$ cat src/sv/bfgr_ram.sv
// generic simple dual port ram with registered read
module bfgr_ram #(
   parameter int WIDTH = 16,
   parameter int DEPTH = 256
) (
   input  logic                     clock,
   input  logic                     wr_en,
   input  logic [$clog2(DEPTH)-1:0] wr_addr,
   input  logic [WIDTH-1:0]         wr_data,
   input  logic                     rd_en,
   input  logic [$clog2(DEPTH)-1:0] rd_addr,
   output logic [WIDTH-1:0]         rd_data
);

   logic [WIDTH-1:0] mem [DEPTH];
   logic [WIDTH-1:0] rd_data_ff;

   always_ff @(posedge clock) begin
      if (wr_en) begin
         mem[wr_addr] <= wr_data;
      end
      if (rd_en) begin
         rd_data_ff <= mem[rd_addr];
      end
   end

   assign rd_data = rd_data_ff;

endmodule

$ cat config.mk
export PLATFORM = sky130hd
export DESIGN_NAME = bfgr_ram
export DESIGN_NICKNAME = d
export VERILOG_FILES = /design/src/sv/bfgr_ram.sv
export SDC_FILE = /design/constraint.sdc
export NUM_CORES = 2
export LEC_CHECK = 0
export BUFFER_PORTS_ARGS = -buffer_cell sky130_fd_sc_hd__buf_2
export CAP_MARGIN = 20
export CELL_PAD_IN_SITES_DETAIL_PLACEMENT = 1
export CELL_PAD_IN_SITES_GLOBAL_PLACEMENT = 1
export CORE_MARGIN = 3
export CORE_UTILIZATION = 40
export DETAILED_ROUTE_END_ITERATION = 12
export GPL_TIMING_DRIVEN = 0
export PLACE_DENSITY_LB_ADDON = 0.1
export SLEW_MARGIN = 40
export SYNTH_ARGS = -nofsm -noshare
export SYNTH_HDL_FRONTEND = slang
export SYNTH_SLANG_ARGS = --single-unit
$ cat constraint.sdc
create_clock -name clock -period 2.95 [get_ports clock]
set_input_delay 0 -clock clock [delete_from_list [all_inputs] [get_ports clock]]
set_output_delay 0 -clock clock [all_outputs]
set_load 0.05 [all_outputs]
== Word level (Yosys, flattened, before mapping) ==
Memories as Yosys holds them, arrays and structs flattened. A register that Yosys moved wholly into a read port is not among the register bits.
Cells that the tools add are included.
Widths: inputs -> output; s select.

* Register bits after elaboration: 0
* Bits in latches: 0
* Bits in writable memories: 4096
* ROM bits: 0
* Bits of input ports: 35
* Output and inout port bits: 16
* Logic and storage cells: 3
* Memories: 1

* $add $sub $neg: 0
* $mul: 0
* Divide/modulo/power cells: 0
* $lt $le $gt $ge: 0
* Eq/ne operators: 0
* Shift operators: 0
* Muxes and demuxes: 2
* Bitwise operators: 0
* Reductions and logical operators: 0

{| class="wikitable"
|+ Memory list
! name !! words !! bits a word !! read ports !! clocked after memory_dff !! write ports !! RTL line !! source
|-
| mem || 256 || 16 || 1 || 1 || 1 || 15 || <nowiki>logic [WIDTH-1:0] mem [DEPTH];</nowiki>
|}

{| class="wikitable"
|+ Operator list
! operator !! number
|-
| $mux 1 || 2
|}

== Longest topological paths before layout ==
* Word-level depth: 2
* Gate-level depth with buffers: 12

== Worst setup path after synthesis ==
No wires, ideal clock.

* Path kind: in2reg
* Start: input port rd_addr[0]
* End: register rd_data_ff[4] (netlist: rd_data[4]) (read register of mem) (data pin)
* Data arrival time: 1.984 ns
* Data required time: 2.685 ns
* Setup slack: 0.701 ns
* Stages on the path: 8
* Path through: buf_6 > buf_6 > buf_2 > mux4_2 > mux4_2 > a22o_1 > o32ai_2 > nor4_2

{| class="wikitable"
|+ RTL lines
! element !! RTL line !! source
|-
| from (decl) || 11 || <nowiki>input logic [$clog2(DEPTH)-1:0] rd_addr,</nowiki>
|-
| to (decl) || 16 || <nowiki>logic [WIDTH-1:0] rd_data_ff;</nowiki>
|}

==> metrics.md <==
| Metric | Value |
|---|---|
| Mapped Avg Cell Area | `around 22 sq um` |
| Sequential element share of the synthesized area | `between 70 and 80%` |
| EDFF count, synth | `4112` |
| Minimum clock period | `roughly 3.1 ns` |
| CP max FO | `10` |
| Via Count | `85.2k` |
| Boundary Pins | `between 50 and 60` |
| CTS root buf | `clkbuf_16` |
| Main synth FF type | `edfxtp_1` |
| Initial antenna violation count | `53` |
| Failing checks | `setup timing` |
| Post-synthesis cell area | `159000 sq um` |
| Syn_nets | `7395` |
| Final worst slack | `-0.181 ns` |
| Global-route wire length before repair | `753000 um` |
| Clock power share | `42.7%` |
| Pwr dens | `665 nW/um^2` |
| Most common cell after layout, fill and taps aside | `edfxtp_1` |
| Grt ovf | `0` |
| DPL Wire Length | `between 300000 and 400000 um` |
| Layout area overhead | `19.9%` |
| YS warnings | `0` |
| Crit Reg-Reg Startpoint | `mem[139][11]$_DFFE_PP_` |
| Fin. max-slew vios | `0` |
| Final core occ | `48.3%` |
| Setup Viol. Count Final | `22` |
| Cell variety after synth | `between 50 and 60` |
| Min-Delay Path Class | `in -> reg` |
| RSZ-0062 raised after global routing | `yes` |
| F_max | `319 MHz` |
| Clock transition at path regs | `0.06 ns` |
| Total track usage | `27.4%` |
| Max Buffers Root-to-Sink | `4` |
| Sequential Power Share | `50.9%` |
| WP data arrival | `3.88 ns` |
| Async SR Flop Fraction | `0%` |
| DIE AREA | `405000 sq um` |
| Worst skew pair latency | `1.00 ns` |
| Die X | `636 um` |
| CTS Buf Count | `440` |
| # port buffers | `40` |
| Setup crit end kind | `flop` |
| Int Pwr | `97.7 mW` |
| Num rows | `230` |
| Drt first pass iters | `8` |
| Final instance area | `190000 sq um` |
| Switching Share | `22.9%` |
| Largest net degree at the start of global routing | `90` |
| Final nets | `roughly 8.2k` |
| CTS tree | `done` |
| Initial DRC count | `between 10k and 15k` |
| Die Height | `636 um` |
| # clock sinks | `4112` |
| Outcome | `finished, violations left` |
| Fin crit share | `106%` |
| Most frequent cells in the layout | `edfxtp_1, mux4_2, mux2i_1` |
| Critical path class | `in -> reg` |
| Relative slew slack | `a little under two fifths` |
| Hold path startpoint | `wr_en` |
| Core area | `394000 sq um` |
| Post-Syn Instances | `7360` |
| Psw | `between 20 and 30 mW` |
| DRC | `0` |
| GPL Wtd Cong | `roughly 0.96` |
| Pleak | `60.0 nW` |
| Area after DPL | `around 180000 sq um` |
| Layout cell share with drive strength beyond 1 | `between 30 and 40%` |
| VDD IR-drop max | `between 0.5 and 0.6 mV` |
| #FFs+latches synth | `4112` |
| DR vias/cell | `roughly 6.2` |
| Vias in the first global route | `84.3k` |
| Initial Utilization | `40.3%` |
| Critical path startpoint | `rd_addr[2]` |
| Final Hold Fails | `0` |
| Worst-Margin Slew | `0.933 ns` |
| Overall Power | `between 100 and 150 mW` |
| Maxcap violations | `0` |
| H-tree Lvls | `5` |
| Post-route ant nets | `0` |
| Crit path required time | `approximately 3.7 ns` |
| Combinational share of power | `6.4%` |
| Routed WL | `562000 um` |
| Clock skew | `0.0497 ns` |
| CP startpoint kind | `input pin` |
| WL per Instance | `40.7 um` |
[flip-flops by register name, indices dropped and copies added, names as in the netlist]
signal,flops
mem,4096
rd_data,16
[critical path, cell delays in order]
cell and delay, ns:
buf_2 0.30, inv_1 0.63, clkbuf_1 0.54, clkbuf_1 0.56, a21oi_1 0.23, o21ai_1 0.61, nand4_1 0.46, nor4_4 0.46
[cells by family (layout without fill, tap and decap cells)]
logic type             count (synthesis)  count (layout)  share of synthesized area (%)
DFF                                 4112            4112                           77.7
muxes                               1450            1450                           15.5
AOI/OAI and AO/OA                    786             786                           3.53
and+or+nand+nor                      556             556                           1.57
buffers and inverters                456            1668                           1.69
other                                  0              18                              0
[path summary, 6_finish.rpt]
kind | depth (start not counted) | slack (ns) | endpoint
setup reg to reg | 7 | 0.03 | rd_data[11]$_DFFE_PP_
hold / removal | 5 | 0.06 | mem[7][2]$_DFFE_PP_
hold reg to reg | 5 | 1.22 | rd_data[4]$_DFFE_PP_
setup / recovery | 8 | -0.18 | rd_data[11]$_DFFE_PP_
[layer usage]
| layer | part of all wire, % | global-route usage [%] | up-vias |
|---|---|---|---|
| met3 | 8.5 | 4.50 | 787 |
| met5 | 0.0023 | 0 | - |
| met1 | 43 | 40.6 | 47003 |
| met4 | 3.6 | 8.69 | 2 |
| li1 | - | - | 33190 |
| met2 | 45 | 41.5 | 4201 |
[per-stage QoR]
step,hold WS (ns),std cells,setup WS (ns),setup TNS (ns)
finish,0.0576,13810,-0.181,-1.33
global route,0.0264,13794,-0.00953,-0.0736
CTS,0.00830,13789,0.00138,0
detailed placement,0.307,12939,-2.32,-186.19
global placement,0.529,12620,-4.09,-
floorplan,0.0989,7360,0.701,0
[synthesized netlist by cell type, types with 2 or more instances]
master     number  area [sq um]
a2111oi_0       6          52.6
a211oi_1       18           135
a21o_1          2          15.0
a21oi_1       175           876
a221oi_1       28           245
a22o_1         32           280
a22oi_1        43           323
a31oi_1         6          37.5
and3_1         11          68.8
and4_1          2          17.5
buf_1          27           101
buf_12          5           100
buf_2          76           380
buf_4          26           195
buf_6          77           867
buf_8          11           165
clkbuf_1      230           863
edfxtp_1     4112        123000
inv_1           3          11.3
mux2_2         88           991
mux2i_1       565          5660
mux4_2        797         17900
nand2_1        38           143
nand2b_1        3          18.8
nand3_1        35           175
nand4_1        26           163
nand4b_1        3          26.3
nor2_1        304          1140
nor2b_1         9          56.3
nor3_1         92           460
nor4_1         17           106
nor4bb_1        2          20.0
o21ai_0        37           185
o221ai_1      252          2210
o22ai_1       148           926
o31ai_1        16           120
o32ai_1        20           175
or2_2           4          25.0
or3_1           2          12.5
[timing repair]
action,CTS,global route
pin swaps,6,4
setup endpoints to repair,16,50
hold buffers,49,0
gates resized for setup,179,39
cloned,0,0
buffers inserted,0,4
endpoints found under the hold margin,3378,0
[layout make-up]
class / instances / area (sq um)
Antenna cell: 18 / 45.0
Buffer: 450 / 3030
Clock buffer: 526 / 11400
Clock inverter: 276 / 2390
Fill cell: 34773 / 204000
Inverter: 4 / 17.5
Multi-Input combinational cell: 2792 / 36000
Sequential cell: 4112 / 123000
Tap cell: 5220 / 6530
Timing Repair Buffer: 412 / 7500
[power groups by stage]
stage / Clock (mW) / Sequential (mW) / Combinational, mW
2_1_floorplan: 0 / 65.8 / 3.18
3_3_place_gp: 0 / 66.0 / 7.11
3_5_place_dp: 0 / 65.7 / 7.81
4_1_cts: 54.8 / 64.5 / 8.09
5_1_grt: 57.1 / 64.5 / 8.33
6_report: 54.0 / 64.5 / 8.14
No activity file was read; power rests on OpenSTA's default activity.
